===== src/hw/rtl/ucbd_pkg.sv =====
package ucbd_pkg;

   localparam int VALUE_WIDTH_DEFAULT = 32;
   localparam int OUT_WIDTH = 32;

   localparam int IN_DEPTH = 2;
   localparam int IN_PTR_W = $clog2(IN_DEPTH);
   localparam int IN_CNT_W = $clog2(IN_DEPTH + 1);

   localparam int RSP_DEPTH = 4;
   localparam int RSP_PTR_W = $clog2(RSP_DEPTH);
   localparam int RSP_CNT_W = $clog2(RSP_DEPTH + 1);

   typedef enum logic [1:0] {
      MODE_OMEGA = 2'd0,
      MODE_DELTA = 2'd1,
      MODE_GAMMA = 2'd2,
      MODE_FIB   = 2'd3
   } code_mode_type;

   typedef struct packed {
      logic       valid;
      logic [7:0] data;
   } byte_beat_type;

   typedef struct packed {
      logic [OUT_WIDTH-1:0] value;
      logic                 ovf;
      logic                 last;
   } rsp_item_type;

   typedef struct packed {
      logic         push0;
      logic         push1;
      rsp_item_type item0;
      rsp_item_type item1;
   } rsp_push_type;

endpackage


===== src/hw/rtl/ucbd_front.sv =====
module ucbd_front (
   input  logic                   clock,
   input  logic                   reset,
   input  logic                   req_valid,
   output logic                   req_stall,
   input  logic [7:0]             req_stream_byte,
   output ucbd_pkg::byte_beat_type beat,
   input  logic                   pop
);
   import ucbd_pkg::*;

   logic [7:0]          q_ff [IN_DEPTH];
   logic [IN_PTR_W-1:0] rd_ff, rd_in;
   logic [IN_PTR_W-1:0] wr_ff, wr_in;
   logic [IN_CNT_W-1:0] cnt_ff, cnt_in;
   logic                push;
   logic                do_pop;

   assign req_stall  = (cnt_ff == IN_CNT_W'(IN_DEPTH));
   assign push       = req_valid && !req_stall;
   assign beat.valid = (cnt_ff != '0);
   assign beat.data  = q_ff[rd_ff];
   assign do_pop     = pop && beat.valid;

   always_comb begin
      rd_in  = rd_ff;
      wr_in  = wr_ff;
      cnt_in = cnt_ff;
      if (push) begin
         wr_in = (wr_ff == IN_PTR_W'(IN_DEPTH - 1)) ? '0 : wr_ff + IN_PTR_W'(1);
      end
      if (do_pop) begin
         rd_in = (rd_ff == IN_PTR_W'(IN_DEPTH - 1)) ? '0 : rd_ff + IN_PTR_W'(1);
      end
      if (push && !do_pop) begin
         cnt_in = cnt_ff + IN_CNT_W'(1);
      end else if (!push && do_pop) begin
         cnt_in = cnt_ff - IN_CNT_W'(1);
      end
   end

   always_ff @(posedge clock) begin
      if (reset) begin
         rd_ff  <= '0;
         wr_ff  <= '0;
         cnt_ff <= '0;
      end else begin
         rd_ff  <= rd_in;
         wr_ff  <= wr_in;
         cnt_ff <= cnt_in;
      end
   end

   always_ff @(posedge clock) begin
      if (push) begin
         q_ff[wr_ff] <= req_stream_byte;
      end
   end

endmodule


===== src/hw/rtl/ucbd_back.sv =====
module ucbd_back #(
   parameter int VALUE_WIDTH = ucbd_pkg::VALUE_WIDTH_DEFAULT
) (
   input  logic                    clock,
   input  logic                    reset,
   input  logic                    csr_wr_en,
   input  logic [1:0]              csr_wr_data,
   input  ucbd_pkg::byte_beat_type in_beat,
   output logic                    in_pop,
   input  logic                    out_room,
   output ucbd_pkg::rsp_push_type  push
);
   import ucbd_pkg::*;

   localparam int W  = VALUE_WIDTH;
   localparam int EW = VALUE_WIDTH + OUT_WIDTH;
   localparam logic [W-1:0] VMAX = '1;
   localparam logic [W-1:0] ONE  = W'(1);
   localparam logic [W-1:0] TWO  = W'(2);
   localparam logic [6:0]   LEN_MAX = 7'd127;

   localparam logic [1:0] PH_START = 2'd0;
   localparam logic [1:0] PH_FIELD = 2'd1;
   localparam logic [1:0] PH_TAIL  = 2'd2;

   function automatic logic [6:0] cap_len(input logic [W-1:0] x);
      cap_len = (|x[W-1:7]) ? LEN_MAX : x[6:0];
   endfunction

   logic [1:0]   mode_ff, mode_in;
   logic [1:0]   phase_ff, phase_in;
   logic [6:0]   zero_run_ff, zero_run_in;
   logic [6:0]   bits_left_ff, bits_left_in;
   logic [W-1:0] accum_ff, accum_in;
   logic [W-1:0] group_ff, group_in;
   logic [W-1:0] fib_lo_ff, fib_lo_in;
   logic [W-1:0] fib_hi_ff, fib_hi_in;
   logic [W-1:0] fib_sum_ff, fib_sum_in;
   logic         prev_one_ff, prev_one_in;
   logic         sticky_ff, sticky_in;
   logic         held_valid_ff, held_valid_in;
   rsp_item_type held_ff, held_in;
   logic [7:0]   cur_ff, cur_in;
   logic [2:0]   bit_idx_ff, bit_idx_in;
   logic         have_ff, have_in;

   logic         step;
   logic         b;
   logic         last_bit;
   logic         sh_ovf;
   logic [W-1:0] sh_val;
   logic [6:0]   bl_dec;
   logic         emit;
   logic [W-1:0] emit_n;
   logic         sticky_mid;
   logic [W-1:0] emit_v;
   logic [EW-1:0] emit_ext;
   logic [W:0]   sum_add;
   logic [W:0]   wgt_add;
   rsp_item_type new_item;
   rsp_item_type held_last;

   assign step     = have_ff && out_room;
   assign b        = cur_ff[bit_idx_ff];
   assign last_bit = (bit_idx_ff == 3'd0);
   assign sh_ovf   = accum_ff[W-1];
   assign sh_val   = sh_ovf ? VMAX : {accum_ff[W-2:0], b};
   assign bl_dec   = (bits_left_ff != 7'd0) ? bits_left_ff - 7'd1 : 7'd0;
   assign sum_add  = {1'b0, fib_sum_ff} + {1'b0, fib_lo_ff};
   assign wgt_add  = {1'b0, fib_lo_ff} + {1'b0, fib_hi_ff};
   assign in_pop   = in_beat.valid && (!have_ff || (step && last_bit));

   // bit-serial decode, one stream bit per step
   always_comb begin
      mode_in      = mode_ff;
      phase_in     = phase_ff;
      zero_run_in  = zero_run_ff;
      bits_left_in = bits_left_ff;
      accum_in     = accum_ff;
      group_in     = group_ff;
      fib_lo_in    = fib_lo_ff;
      fib_hi_in    = fib_hi_ff;
      fib_sum_in   = fib_sum_ff;
      prev_one_in  = prev_one_ff;
      sticky_mid   = sticky_ff;
      emit         = 1'b0;
      emit_n       = ONE;

      case (mode_ff)
         MODE_OMEGA: begin
            if (phase_ff == PH_START) begin
               if (!b) begin
                  emit     = 1'b1;
                  emit_n   = group_ff;
                  group_in = ONE;
               end else begin
                  accum_in     = ONE;
                  bits_left_in = cap_len(group_ff);
                  phase_in     = PH_FIELD;
               end
            end else begin
               accum_in     = sh_val;
               sticky_mid   = sticky_ff | sh_ovf;
               bits_left_in = bl_dec;
               if (bl_dec == 7'd0) begin
                  group_in = sh_val;
                  phase_in = PH_START;
               end
            end
         end
         MODE_DELTA, MODE_GAMMA: begin
            if (phase_ff == PH_START) begin
               if (!b) begin
                  if (zero_run_ff != LEN_MAX) begin
                     zero_run_in = zero_run_ff + 7'd1;
                  end
               end else if (zero_run_ff == 7'd0) begin
                  emit   = 1'b1;
                  emit_n = ONE;
               end else begin
                  accum_in     = ONE;
                  bits_left_in = zero_run_ff;
                  zero_run_in  = 7'd0;
                  phase_in     = PH_FIELD;
               end
            end else begin
               accum_in     = sh_val;
               sticky_mid   = sticky_ff | sh_ovf;
               bits_left_in = bl_dec;
               if (bl_dec == 7'd0) begin
                  if (mode_ff == MODE_DELTA && phase_ff == PH_FIELD) begin
                     if (sh_val <= ONE) begin
                        emit     = 1'b1;
                        emit_n   = ONE;
                        phase_in = PH_START;
                     end else begin
                        bits_left_in = cap_len(sh_val - ONE);
                        accum_in     = ONE;
                        phase_in     = PH_TAIL;
                     end
                  end else begin
                     emit     = 1'b1;
                     emit_n   = sh_val;
                     accum_in = '0;
                     phase_in = PH_START;
                  end
               end
            end
         end
         default: begin
            if (b && prev_one_ff) begin
               emit        = 1'b1;
               emit_n      = fib_sum_ff;
               fib_lo_in   = ONE;
               fib_hi_in   = TWO;
               fib_sum_in  = '0;
               prev_one_in = 1'b0;
            end else begin
               if (b) begin
                  if (fib_lo_ff == VMAX || sum_add[W]) begin
                     sticky_mid = 1'b1;
                     fib_sum_in = VMAX;
                  end else begin
                     fib_sum_in = sum_add[W-1:0];
                  end
               end
               prev_one_in = b;
               fib_lo_in   = fib_hi_ff;
               fib_hi_in   = wgt_add[W] ? VMAX : wgt_add[W-1:0];
            end
         end
      endcase

      sticky_in = emit ? 1'b0 : sticky_mid;
      if (sticky_mid) begin
         emit_v = VMAX;
      end else if (emit_n != '0) begin
         emit_v = emit_n - ONE;
      end else begin
         emit_v = '0;
      end
      emit_ext       = EW'(emit_v);
      new_item.value = emit_ext[OUT_WIDTH-1:0];
      new_item.ovf   = sticky_mid;
      new_item.last  = last_bit;

      if (!step) begin
         phase_in     = phase_ff;
         zero_run_in  = zero_run_ff;
         bits_left_in = bits_left_ff;
         accum_in     = accum_ff;
         group_in     = group_ff;
         fib_lo_in    = fib_lo_ff;
         fib_hi_in    = fib_hi_ff;
         fib_sum_in   = fib_sum_ff;
         prev_one_in  = prev_one_ff;
         sticky_in    = sticky_ff;
      end

      if (csr_wr_en) begin
         mode_in      = csr_wr_data;
         phase_in     = PH_START;
         zero_run_in  = 7'd0;
         bits_left_in = 7'd0;
         accum_in     = '0;
         group_in     = ONE;
         fib_lo_in    = ONE;
         fib_hi_in    = TWO;
         fib_sum_in   = '0;
         prev_one_in  = 1'b0;
         sticky_in    = 1'b0;
      end
   end

   // one result is held back until the byte shows whether another follows
   always_comb begin
      held_last      = held_ff;
      held_last.last = 1'b1;
      held_valid_in  = held_valid_ff;
      held_in        = held_ff;
      push.push0     = 1'b0;
      push.push1     = 1'b0;
      push.item0     = held_ff;
      push.item1     = new_item;
      if (step) begin
         if (emit && held_valid_ff) begin
            push.push0 = 1'b1;
            if (last_bit) begin
               push.push1    = 1'b1;
               held_valid_in = 1'b0;
            end else begin
               held_in = new_item;
            end
         end else if (emit) begin
            if (last_bit) begin
               push.push0 = 1'b1;
               push.item0 = new_item;
            end else begin
               held_in       = new_item;
               held_valid_in = 1'b1;
            end
         end else if (held_valid_ff && last_bit) begin
            push.push0    = 1'b1;
            push.item0    = held_last;
            held_valid_in = 1'b0;
         end
      end
      if (csr_wr_en) begin
         held_valid_in = 1'b0;
      end
   end

   always_comb begin
      cur_in     = cur_ff;
      bit_idx_in = bit_idx_ff;
      have_in    = have_ff;
      if (in_pop) begin
         cur_in     = in_beat.data;
         bit_idx_in = 3'd7;
         have_in    = 1'b1;
      end else if (step && last_bit) begin
         have_in = 1'b0;
      end else if (step) begin
         bit_idx_in = bit_idx_ff - 3'd1;
      end
   end

   always_ff @(posedge clock) begin
      if (reset) begin
         mode_ff       <= MODE_OMEGA;
         phase_ff      <= PH_START;
         zero_run_ff   <= 7'd0;
         bits_left_ff  <= 7'd0;
         accum_ff      <= '0;
         group_ff      <= ONE;
         fib_lo_ff     <= ONE;
         fib_hi_ff     <= TWO;
         fib_sum_ff    <= '0;
         prev_one_ff   <= 1'b0;
         sticky_ff     <= 1'b0;
         held_valid_ff <= 1'b0;
         have_ff       <= 1'b0;
         bit_idx_ff    <= 3'd7;
      end else begin
         mode_ff       <= mode_in;
         phase_ff      <= phase_in;
         zero_run_ff   <= zero_run_in;
         bits_left_ff  <= bits_left_in;
         accum_ff      <= accum_in;
         group_ff      <= group_in;
         fib_lo_ff     <= fib_lo_in;
         fib_hi_ff     <= fib_hi_in;
         fib_sum_ff    <= fib_sum_in;
         prev_one_ff   <= prev_one_in;
         sticky_ff     <= sticky_in;
         held_valid_ff <= held_valid_in;
         have_ff       <= have_in;
         bit_idx_ff    <= bit_idx_in;
      end
   end

   always_ff @(posedge clock) begin
      cur_ff  <= cur_in;
      held_ff <= held_in;
   end

endmodule


===== src/hw/rtl/ucbd_rsp_queue.sv =====
module ucbd_rsp_queue (
   input  logic                              clock,
   input  logic                              reset,
   input  ucbd_pkg::rsp_push_type            push,
   output logic                              room,
   output logic                              rsp_valid,
   input  logic                              rsp_stall,
   output logic [ucbd_pkg::OUT_WIDTH-1:0]    rsp_decoded_value,
   output logic                              rsp_overflow,
   output logic                              rsp_last_of_run
);
   import ucbd_pkg::*;

   rsp_item_type         q_ff [RSP_DEPTH];
   logic [RSP_PTR_W-1:0] rd_ff, rd_in;
   logic [RSP_PTR_W-1:0] wr_ff, wr_in;
   logic [RSP_PTR_W-1:0] wr_next;
   logic [RSP_CNT_W-1:0] cnt_ff, cnt_in;
   logic [RSP_CNT_W-1:0] n_push;
   logic                 pop;
   rsp_item_type         head;

   // two beats may enter in one cycle
   assign room      = (cnt_ff <= RSP_CNT_W'(RSP_DEPTH - 2));
   assign rsp_valid = (cnt_ff != '0);
   assign pop       = rsp_valid && !rsp_stall;
   assign head      = q_ff[rd_ff];
   assign rsp_decoded_value = head.value;
   assign rsp_overflow      = head.ovf;
   assign rsp_last_of_run   = head.last;
   assign wr_next   = wr_ff + RSP_PTR_W'(1);
   assign n_push    = RSP_CNT_W'(push.push0) + RSP_CNT_W'(push.push1);

   always_comb begin
      wr_in  = wr_ff + n_push[RSP_PTR_W-1:0];
      rd_in  = pop ? rd_ff + RSP_PTR_W'(1) : rd_ff;
      cnt_in = cnt_ff + n_push - RSP_CNT_W'(pop);
   end

   always_ff @(posedge clock) begin
      if (reset) begin
         rd_ff  <= '0;
         wr_ff  <= '0;
         cnt_ff <= '0;
      end else begin
         rd_ff  <= rd_in;
         wr_ff  <= wr_in;
         cnt_ff <= cnt_in;
      end
   end

   always_ff @(posedge clock) begin
      if (push.push0) begin
         q_ff[wr_ff] <= push.item0;
      end
      if (push.push1) begin
         q_ff[wr_next] <= push.item1;
      end
   end

endmodule


===== src/hw/rtl/universal_code_bitstream_decoder_top.sv =====
// Universal code bitstream decoder.
// req_*: packed code stream, one byte per beat, most significant bit first.
// rsp_*: one beat per completed code: the value minus one (saturated, with
//   rsp_overflow set, when it does not fit VALUE_WIDTH bits) and
//   rsp_last_of_run on the final value completed by an input byte.
// csr_*: code_mode write (0 omega, 1 delta, 2 gamma, 3 Fibonacci); a write
//   drops any unfinished code. Write only while no beat is in flight.
// Throughput: one stream bit per cycle through the bit-serial decoder while
//   the result queue has room; up to 8 result beats per byte.
// The last value completed by a byte waits for the byte's end, and a byte
//   queued behind others waits for each byte ahead of it.
// A two-entry byte queue sits in front of the decoder and a four-entry
//   result queue behind it. While rsp_stall is high the result queue fills,
//   the decoder holds on its current bit, then the byte queue fills and
//   req_stall rises. Reset empties both queues, selects omega and clears
//   all decoding state.
module universal_code_bitstream_decoder_top #(
   parameter int VALUE_WIDTH = ucbd_pkg::VALUE_WIDTH_DEFAULT
) (
   input  logic                           clock,
   input  logic                           reset,
   input  logic                           req_valid,
   output logic                           req_stall,
   input  logic [7:0]                     req_stream_byte,
   output logic                           rsp_valid,
   input  logic                           rsp_stall,
   output logic [ucbd_pkg::OUT_WIDTH-1:0] rsp_decoded_value,
   output logic                           rsp_overflow,
   output logic                           rsp_last_of_run,
   input  logic                           csr_wr_en,
   input  logic [1:0]                     csr_wr_data
);
   import ucbd_pkg::*;

   byte_beat_type beat;
   logic          pop;
   logic          room;
   rsp_push_type  push;

   ucbd_front u_front (
      .clock           (clock),
      .reset           (reset),
      .req_valid       (req_valid),
      .req_stall       (req_stall),
      .req_stream_byte (req_stream_byte),
      .beat            (beat),
      .pop             (pop)
   );

   ucbd_back #(
      .VALUE_WIDTH (VALUE_WIDTH)
   ) u_back (
      .clock       (clock),
      .reset       (reset),
      .csr_wr_en   (csr_wr_en),
      .csr_wr_data (csr_wr_data),
      .in_beat     (beat),
      .in_pop      (pop),
      .out_room    (room),
      .push        (push)
   );

   ucbd_rsp_queue u_rsp_queue (
      .clock             (clock),
      .reset             (reset),
      .push              (push),
      .room              (room),
      .rsp_valid         (rsp_valid),
      .rsp_stall         (rsp_stall),
      .rsp_decoded_value (rsp_decoded_value),
      .rsp_overflow      (rsp_overflow),
      .rsp_last_of_run   (rsp_last_of_run)
   );

endmodule

===== config.mk =====
export PLATFORM = sky130hd
export DESIGN_NAME = universal_code_bitstream_decoder_top
export DESIGN_NICKNAME = d
export VERILOG_FILES = /design/src/hw/rtl/ucbd_pkg.sv /design/src/hw/rtl/ucbd_front.sv /design/src/hw/rtl/ucbd_back.sv /design/src/hw/rtl/ucbd_rsp_queue.sv /design/src/hw/rtl/universal_code_bitstream_decoder_top.sv
export SDC_FILE = /design/constraint.sdc
export NUM_CORES = 1
export LEC_CHECK = 0
export BUFFER_PORTS_ARGS = -buffer_cell sky130_fd_sc_hd__buf_2
export CORE_ASPECT_RATIO = 0.5
export CORE_MARGIN = 2
export CORE_UTILIZATION = 40
export CTS_CLUSTER_DIAMETER = 50
export DETAILED_ROUTE_END_ITERATION = 7
export SYNTH_ARGS = -nofsm -noshare
export SYNTH_HDL_FRONTEND = slang
export SYNTH_HIERARCHICAL = 1
export SYNTH_SLANG_ARGS = --single-unit

===== constraint.sdc =====
create_clock -name clock -period 8.01 [get_ports clock]
set_input_delay 0.801 -clock clock [delete_from_list [all_inputs] [get_ports clock]]
set_output_delay 0.801 -clock clock [all_outputs]
set_load 0.03 [all_outputs]

After elaboration in Yosys (flattened, before gate mapping). Memory sizes are Yosys's and may differ from the RTL's. A register that Yosys moved wholly into a read port is not among the register bits. Index checks and enable logic that the tools add are counted.

Bits in registers: 230. Bits in latches: 0. Bits in writable memories: 152. Memory bits (read-only): 0. Input port bits: 15. Output and inout bits: 36. Word-level logic and storage cells: 218. Memories kept: 2.

Memory list: u_rsp_queue.q_ff (words 4, bits a word 34, read ports 1, clocked after Yosys merged registers in 1, wr ports 2, RTL line ucbd_rsp_queue.sv:14) `rsp_item_type q_ff [RSP_DEPTH];`; u_front.q_ff (words 2, bits a word 8, read ports 1, clocked after Yosys merged registers in 1, wr ports 1, RTL line ucbd_front.sv:12) `logic [7:0] q_ff [IN_DEPTH];`.

Add/subtract/negate cells: 17. Multipliers: 0. Div/mod/pow operators: 0. $lt $le $gt $ge: 3. Equal/unequal tests: 15. Shift operators: 0. Mux-type cells: 104. Bitwise gates (word level): 3. Reduce and logical (&&, ||, !) cells: 51.

Operator list (number): 32-bit two-way mux (26); 34-bit two-way mux (6); 32-bit one-hot mux with 2 select lines (2); 7-bit two-way mux (14); 32-bit by 32-bit adder with 33-bit output (2); 32-bit by 1-bit subtractor with 32-bit output, second input constant (2); 25-bit OR reduction (2); 1-bit two-way mux (38); 36-bit two-way mux (1); 32-bit equality test, second input constant (1); 32-bit by 1-bit less-or-equal comparator with 1-bit output, second input constant (1); 32-bit nonzero test (1); 2-bit two-way mux (13); 2-bit nonzero test (8); 7-bit zero test (2); 7-bit one-hot mux with 2 select lines (1); 1-bit logical AND (12); 5-bit AND reduction (2); 4-bit AND reduction (2); 7-bit by 1-bit adder with 7-bit output, second input constant (1); 7-bit != test, second input constant (1); 7-bit AND reduction (1); 7-bit nonzero test (1); 7-bit by 1-bit subtractor with 7-bit output, second input constant (1); other kinds (31) (52).

Logic depth before layout (Yosys ltp). Gate-level depths: netlist (run 1).

Word-level depth: 17. Mapped depth: 20. Mapped depth without buffers: 20.

By module. Netlist (run 1), hierarchy kept.

By module, submodules not included: ucbd_back (instances 1, cells each 1809, area an instance 14513.9 um^2, seq. area each 4934.7 um^2); ucbd_rsp_queue (instances 1, cells each 383, area an instance 7146.9 um^2, seq. area each 4264.1 um^2); ucbd_front (instances 1, cells each 50, area an instance 795.8 um^2, seq. area each 580.6 um^2).

Worst setup path after synthesis (run 1). OpenSTA, ideal clock, no wires.

Path type: register to register. Start point: register u_back.bit_idx_ff[0]. End point: memory u_rsp_queue/q_ff[0][0] (netlist bit) (enable). Library setup time: 0.472 ns. Arrival: 5.416 ns. Data required time: 7.538 ns. Slack: 2.122 ns. Stages on the path, launching flop included: 14. Buffers on the path: 0. Period minus slack after synthesis: 5.888 ns. Cell sequence: dfxtp_1 mux4_2 o22ai_4 o21ai_1 inv_1 ha_1 o2111ai_1 nor4_1 nor2_1 o31ai_2 o21ai_0 a21oi_1 nand2b_1 o21ai_0.

RTL lines: start, declared (RTL line ucbd_back.sv:44) `logic [2:0] bit_idx_ff, bit_idx_in;`; start signal, assigned (RTL line ucbd_back.sv:298) `bit_idx_ff <= bit_idx_in;`; end, declared (RTL line ucbd_rsp_queue.sv:14).

==> out/metrics.yaml, run 1 <==
run_status:
  run_status: "completed"
yosys:
  postSynthNetCount: 2343
  synth-seq-area-share_pct: 43.5
  synthAdderAreaFrac_pct: 4.89
  synth.mux.area_fraction_pct: 12.7
  synth.most_common_cell: "sky130_fd_sc_hd__nor2_1"
  synth_top_area_share_pct: 25.8
  mappedNetlistArea_um2: 22500
  simple_gate_area_share_of_the_yosys_netlist_pct: 15.4
  synth.area.top_cells: "sky130_fd_sc_hd__edfxtp_1, sky130_fd_sc_hd__dfxtp_1, sky130_fd_sc_hd__mux2_2"
  synth_top_family_by_area: "compound AO/OA/AOI/OAI gates"
  post_synth_most_frequent_cells: "sky130_fd_sc_hd__nor2_1, sky130_fd_sc_hd__dfxtp_1, sky130_fd_sc_hd__edfxtp_1, sky130_fd_sc_hd__nand2_1, sky130_fd_sc_hd__a21oi_1"
  synthArstFlopShare_pct: 0
  synth_compound_area_share_pct: 16.2
  yosys_register_bits: 392
  synth_enable_flop_cells: 193
  library_cell_occupying_the_most_area_in_the_post_synthesis_netlist: "sky130_fd_sc_hd__edfxtp_1"
  distinct_cells_synth: 87
  synth_xor_xnor_area_share_pct: 3.74
  synthesis.yosys.warnings: 6
  syn-mean-instance-area_um2: 10.0
  synthesis.instances: 2242
  synth_top_flop_cell: "sky130_fd_sc_hd__dfxtp_1"
timing:
  slew_violations: 0
  fin_skew_ns: 0.0287
  worst_slew_margin_rel_pct: 22.2
  finalHoldViolCount: 0
  fin_tns_setup_ns: 0
  layout_worst_path_cycle_share_pct: 71.0
  hold_slack_ns: 0.434
  rsz0062_at_grt: "false"
  fmax_mhz: 176
  post-route-min-period_ns: 5.69
  max_slew.worst_pin.slew_ns: 1.17
  number_of_failing_setup_endpoints_in_the_final_timing_report: 0
grt:
  grt_use_total_pct: 20.1
  grt_first_pass_wirelength_um: 93700
  first_global_vias: 16400
  grt_overflow_total: 0
  antenna_found_initial: 0
  grt_max_degree: 71
placement:
  place_hpwl_um: 39200
  cell_count_post_placement: 2947
  io_buffer_count: 50
  placedInstanceArea_um2: 23400
  gpl.final_weighted_congestion: 0.952
floorplanning:
  die_h_um: 172
  num_rows: 61
  floorplan.initialDensity_pct: 40.5
  die_area_um2: 58200
  dieWidth_um: 339
  ioPinCount: 51
  design.core.area_um2: 55500
drt:
  ant_nets: 0
  post_drt_via_cell_ratio: 5.67
  post_drt_wl_per_cell_um: 19.5
  drt_first_iter_violations: 1522
  detailroute.via_count: 17100
  detail_route.first_pass.iterations: 5
  wl_um: 58900
  route.detailed.drc: 0
hold_path:
  hold_path.class: "input pin to flop"
pwr:
  p_sw_share_pct: 30.8
  power.density_cell_area_nw_per_um2: 229
  ir_worst_vdd_uv: 134
  pwr-share-clk_pct: 36.6
  leakage_power_uw: 0.00924
  power_report.internal_total_uw: 3930
  totalPowerFinal_uw: 5690
  sw_power_uw: 1750
  power.sequential.fraction_pct: 40.5
  pwr-share-comb_pct: 22.9
finish:
  n_fill_cell: 5304
  nNetsFinal: 2336
  final_cell_area_um2: 24800
  syn_to_final_growth_pct: 10.5
  instances_no_fill: 3024
  post_route_cells_drive_above_1_share_pct: 17.6
  antenna_cells: 0
clocking:
  clk_pin_slew_worst_paths_ns: 0.07
  cts.repair_timing.setup_buffer_count: 0
  clk_path_buf_depth: 3
  cts-hold-fix-buffers: 0
  tritoncts: "yes"
  ctsResizeCount: 0
  clkLatencyLatePin_ns: 0.57
  cts_htree_levels: 2
  cts_sinks: 392
  number_of_buffers_created_by_cts: 42
  clockRootBuffer: "sky130_fd_sc_hd__clkbuf_16"
worst_setup_path:
  worstSetupPathType: "flop to flop"
  r2r_slack_ns: 2.32
  timing.critical_path.fanout_max: 20
  critical_path.endpoint_type: "flop"
  cp.arrival_ns: 6.00
  start_kind: "flop"
  worstPathRequired_ns: 8.32
job:
  max-cap-violations: 0
-- logic make-up after synthesis --
group,after synthesis
DFF,392
and+or+nand+nor,708
buffers and inverters,176
AOI/OAI and AO/OA,575
xor gates and xnor gates,96
adders and majority gates,86
muxes,209
-- power groups by stage --
| stage | clock network (uW) | registers (uW) | logic (uW) |
|---|---|---|---|
| detailed placement | 0 | 2350 | 1290 |
| global route | 2210 | 2310 | 1410 |
| floorplan | 0 | 2320 | 1020 |
| global placement | 0 | 2350 | 1280 |
| CTS | 2130 | 2300 | 1300 |
| finish | 2080 | 2300 | 1300 |
-- cell type report --
cell class | count | area, um^2 | share of cell area [%]
Tap cell | 756 | 946 | 3.81
Sequential cell | 392 | 9780 | 39.4
Multi-Input combinational cell | 1674 | 12000 | 48.3
Inverter | 46 | 173 | 0.696
Clock buffer | 52 | 1150 | 4.63
Clock inverter | 25 | 319 | 1.29
Timing Repair Buffer | 79 | 468 | 1.88
-- worst max-delay path, cell delays in order (launching register included) --
cell,delay [ns]
sky130_fd_sc_hd__dfxtp_1,0.41
sky130_fd_sc_hd__inv_1,0.09
sky130_fd_sc_hd__ha_1,0.27
sky130_fd_sc_hd__xnor2_1,0.16
sky130_fd_sc_hd__and4_1,0.25
sky130_fd_sc_hd__o2111ai_2,0.22
sky130_fd_sc_hd__nand2b_1,0.84
sky130_fd_sc_hd__o211ai_1,0.42
sky130_fd_sc_hd__nor4_1,0.43
sky130_fd_sc_hd__nand4_1,0.36
sky130_fd_sc_hd__nor3_4,0.73
sky130_fd_sc_hd__nand2b_1,0.61
sky130_fd_sc_hd__o21ai_0,0.29
sky130_fd_sc_hd__mux2_2,0.33
-- metrics by stage --
stage,util (%),worst slack (ns)
after floorplan,-,2.12
after global placement,42.1,2.48
after detailed placement,42.1,2.28
after CTS,44.7,2.29
after global routing,44.7,1.84
final,44.7,2.32
-- sequential cells by signal, indices dropped and copies added (netlist names), 2 cells and up, named ones only --
register             flops
u_rsp_queue/q_ff       136
u_back/held_ff          33
u_back/accum_ff         32
u_back/fib_hi_ff        32
u_back/fib_lo_ff        32
u_back/fib_sum_ff       32
u_back/group_ff         32
u_front/q_ff            16
u_back/cur_ff            8
u_back/bits_left_ff      7
u_back/zero_run_ff       7
u_back/bit_idx_ff        3
u_rsp_queue/cnt_ff       3
u_back/mode_ff           2
u_back/phase_ff          2
u_front/cnt_ff           2
u_rsp_queue/rd_ff        2
u_rsp_queue/wr_ff        2
-- final timing paths --
check | startpoint | to | cells past startpoint
max reg2reg | u_back/bits_left_ff[0] | u_rsp_queue/q_ff[0][18] | 13
min | req_stream_byte[5] | u_front/q_ff[1][5] | 1
min reg2reg | u_back/accum_ff[26] | u_back/accum_ff[26] | 2
max | u_back/bits_left_ff[0] | u_rsp_queue/q_ff[0][18] | 13
-- cell usage in the layout, fill, tap and decap left out, drive strengths merged, types with 72 or more instances in the layout --
cell,instances
a21oi,159
buf,79
dfxtp,199
edfxtp,193
ha,83
mux2,161
nand2,177
nand3,72
nor2,214
o21ai,176
-- metal layers --
layer  wire length, um  vias up  global-route usage [%]
li1                  -     8355                       -
met1             28000     8277                    28.7
met2             26400      437                    32.5
met3              3340       76                    2.93
met4              1070        0                    4.39
met5                 0        -                       0
No activity file was read; power rests on OpenSTA's default activity.
==> run 2, diff against run 1 <==
--- a/config.mk
+++ b/config.mk
@@ -5,6 +5,7 @@
 export SDC_FILE = /design/constraint.sdc
 export NUM_CORES = 1
 export LEC_CHECK = 0
+export ABC_AREA = 1
 export BUFFER_PORTS_ARGS = -buffer_cell sky130_fd_sc_hd__buf_2
 export CORE_ASPECT_RATIO = 0.5
 export CORE_MARGIN = 2
==> constraint.sdc (replaced) <==
create_clock -name clock -period 4.7 [get_ports clock]
set_input_delay 0.47 -clock clock [delete_from_list [all_inputs] [get_ports clock]]
set_output_delay 0.47 -clock clock [all_outputs]
set_load 0.03 [all_outputs]
==> run 2 against run 1 <==
Effect of this change:
- largest cell class unchanged
- clock power grew 69%
- sequential share of layout area shrank 2.9 points
- area after synthesis grew 8.3%
==> out/metrics.yaml, run 2 <==
run_status:
  run_status: "completed"
worst_setup_path:
  critical_path.endpoint_type: "flop"
  timing.critical_path.fanout_max: 6
  worstPathRequired_ns: 5.18
  max_stage_delay_ns: 0.43
  cp_common_cell: "sky130_fd_sc_hd__inv_1"
  worstSetupStartpoint: "u_back/bit_idx_ff[0]"
  worstSetupPathType: "flop to flop"
  cp.arrival_ns: 4.76
  number_of_cells_traversed_by_the_worst_register_to_register_path: 29
  timing.rr.end: "u_rsp_queue/cnt_ff[2]"
  cp_slowest_cell: "sky130_fd_sc_hd__fa_1"
  critical_path.endpoint: "u_rsp_queue/cnt_ff[2]"
  start_kind: "flop"
  r2r_slack_ns: 0.42
  critical_path.reg2reg.startpoint: "u_back/bit_idx_ff[0]"
finish:
  final_cell_area_um2: 26800
  mostFrequentLayoutCell: "sky130_fd_sc_hd__nand2_1"
  n_fill_cell: 6175
  nNetsFinal: 3484
  largest_register: "u_rsp_queue/q_ff"
  antenna_cells: 0
  syn_to_final_growth_pct: 10.2
  layout_common_cells: "sky130_fd_sc_hd__nand2_1, sky130_fd_sc_hd__nor2_1, sky130_fd_sc_hd__o21ai_0"
  biggestRegsByFlops: "u_rsp_queue/q_ff (136), u_back/held_ff (33)"
  seq_area_um2: 9780
  instances_no_fill: 4228
  multi_input_area_um2: 12700
  post-route-util_pct: 44.9
  largest_register_ff_count: 136
  post_route_cells_drive_above_1_share_pct: 7.96
pwr:
  power.sequential.fraction_pct: 34.2
  leakage_power_uw: 0.0118
  ir_worst_vdd_uv: 256
  pwr-share-clk_pct: 29.8
  p_sw_share_pct: 39.4
  pwr-share-comb_pct: 36.0
  sw_power_uw: 4640
  power.density_cell_area_nw_per_um2: 440
  power_report.internal_total_uw: 7150
  totalPowerFinal_uw: 11800
grt:
  grt_max_degree: 96
  grt_use_total_pct: 23.0
  first_global_vias: 20800
  grt_first_pass_wirelength_um: 116000
  antenna_found_initial: 0
  grt_overflow_total: 0
timing:
  layout_worst_path_cycle_share_pct: 91.1
  number_of_failing_setup_endpoints_in_the_final_timing_report: 0
  fin_skew_ns: 0.0437
  finalHoldViolCount: 0
  worst_slew_margin_rel_pct: 16.7
  rsz0062_at_grt: "false"
  post-route-min-period_ns: 4.28
  finalWorstSetupSlack_ns: 0.418
  fmax_mhz: 234
  slew_violations: 0
  max_slew.worst_pin.slew_ns: 1.25
yosys:
  syn-mean-instance-area_um2: 7.16
  synth_top_area_share_pct: 23.8
  synth.area.top_cells: "sky130_fd_sc_hd__edfxtp_1, sky130_fd_sc_hd__dfxtp_1, sky130_fd_sc_hd__nand2_1"
  postSynthNetCount: 3499
  yosys_register_bits: 392
  distinct_cells_synth: 58
  synth-seq-area-share_pct: 40.2
  post_synth_most_frequent_cells: "sky130_fd_sc_hd__nand2_1, sky130_fd_sc_hd__nor2_1, sky130_fd_sc_hd__o21ai_0, sky130_fd_sc_hd__inv_1, sky130_fd_sc_hd__a21oi_1"
  synth_top_flop_cell: "sky130_fd_sc_hd__dfxtp_1"
  mappedNetlistArea_um2: 24300
  library_cell_occupying_the_most_area_in_the_post_synthesis_netlist: "sky130_fd_sc_hd__edfxtp_1"
  synthesis.yosys.warnings: 6
  synthesis.instances: 3398
  synthArstFlopShare_pct: 0
  synth_enable_flop_cells: 193
  synth.most_common_cell: "sky130_fd_sc_hd__nand2_1"
drt:
  route.detailed.drc: 0
  post_drt_wl_per_cell_um: 17.3
  detail_route.first_pass.iterations: 6
  post_drt_via_cell_ratio: 5.33
  wl_um: 73200
  ant_nets: 0
  detailroute.via_count: 22500
  drt_first_iter_violations: 1866
floorplanning:
  design.core.area_um2: 59700
  die_h_um: 178
  floorplan.initialDensity_pct: 40.8
  ioPinCount: 51
  num_rows: 63
  die_area_um2: 62900
  dieWidth_um: 353
clocking:
  tritoncts: "yes"
  clk_pin_slew_worst_paths_ns: 0.06
  clk_path_buf_depth: 3
  cts_htree_levels: 2
  cts_sinks: 392
  clockRootBuffer: "sky130_fd_sc_hd__clkbuf_16"
  number_of_buffers_created_by_cts: 42
  clkLatencyLatePin_ns: 0.59
job:
  max-cap-violations: 0
placement:
  place_hpwl_um: 51200
  place_ws_ns: 0.119
  gpl.final_weighted_congestion: 0.988
  placedInstanceArea_um2: 25300
  io_buffer_count: 50
  cell_count_post_placement: 4148
hold_path:
  holdCritStartpoint: "req_stream_byte[5]"
  hold_path.class: "input pin to flop"
run 2: changes by cell type in the layout (fill, tap and decap cells not counted), moves of 30 or more:
cell and delta:
sky130_fd_sc_hd__nand3_1 +64, sky130_fd_sc_hd__a21o_1 -30, sky130_fd_sc_hd__o21ai_1 +30, sky130_fd_sc_hd__mux2_2 -122, sky130_fd_sc_hd__a21oi_1 +103, sky130_fd_sc_hd__inv_1 +259, sky130_fd_sc_hd__o21ai_0 +207, sky130_fd_sc_hd__nand2_1 +691
sky130_fd_sc_hd__nor2_1 +183, sky130_fd_sc_hd__mux4_2 -35, sky130_fd_sc_hd__a22oi_1 -44, sky130_fd_sc_hd__mux2_4 -30
run 2: power by group through the flow:
stage	Clock, uW	Sequential [uW]	Combinational (uW)
floorplan	0	4060	3050
global placement	0	4100	4130
detailed placement	0	4100	4140
CTS	3590	4030	4160
global route	3730	4060	4700
finish	3510	4030	4240
run 2: metrics by stage:
| stage | setup TNS (ns) | hold slack, ns |
|---|---|---|
| after floorplan | -97.25 | 0.438 |
| after global placement | 0 | 0.465 |
| after detailed placement | 0 | 0.475 |
| after CTS | 0 | 0.0769 |
| after global routing | 0 | 0.0787 |
| final | 0 | 0.107 |
run 2: worst min path at each step:
stage | slack, ns | cells after the start | end
2_1_floorplan | 0.44 | 2 | u_back/group_ff[6]
3_3_place_gp | 0.47 | 2 | u_rsp_queue/rd_ff[0]
3_5_place_dp | 0.47 | 2 | u_back/fib_lo_ff[17]
4_1_cts | 0.08 | 1 | u_front/q_ff[0][5]
5_1_grt | 0.08 | 1 | u_front/q_ff[0][5]
6_report | 0.11 | 1 | u_front/q_ff[0][5]
run 2: critical path: cells and delay by family (launching register included):
kind | cells | cell delay, ns
fa+ha+maj | 5 | 1.20
simple gates | 12 | 1.52
compound gates | 5 | 0.67
flops | 1 | 0.35
buf+inv | 7 | 0.48
run 2: cell families after synthesis:
group | count (synthesis) | synth area share, %
flip-flops | 392 | 40.2
XOR/XNOR | 74 | 2.66
AND/OR/NAND/NOR | 1579 | 27.2
adder cells (fa/ha/maj) | 86 | 4.52
AO/OA/AOI/OAI | 777 | 16.9
multiplexers | 8 | 0.370
buffers and inverters | 482 | 8.11
run 2: area by class of cell:
class / count / area share, %
multi-input cells: 2524 / 47.3
clock buffers: 58 / 4.60
flip-flops and latches: 392 / 36.5
clock inverters: 19 / 0.822
inverters: 322 / 4.51
repair buffers: 101 / 2.46
well taps: 812 / 3.79
run 2: routing by layer:
metal | track usage, % | vias up | wire (um)
li1 | - | 11300 | -
met1 | 33.3 | 10500 | 35400
met2 | 36.3 | 633 | 31800
met3 | 3.44 | 90 | 4710
met4 | 5.02 | 0 | 1250
met5 | 0 | - | 0
run 2: repair_timing:
action / in CTS / in global routing
setup endpoints to repair: 0 / 1
resized for setup: 0 / 9
buffers inserted: 0 / 3
hold buffers: 0 / 0
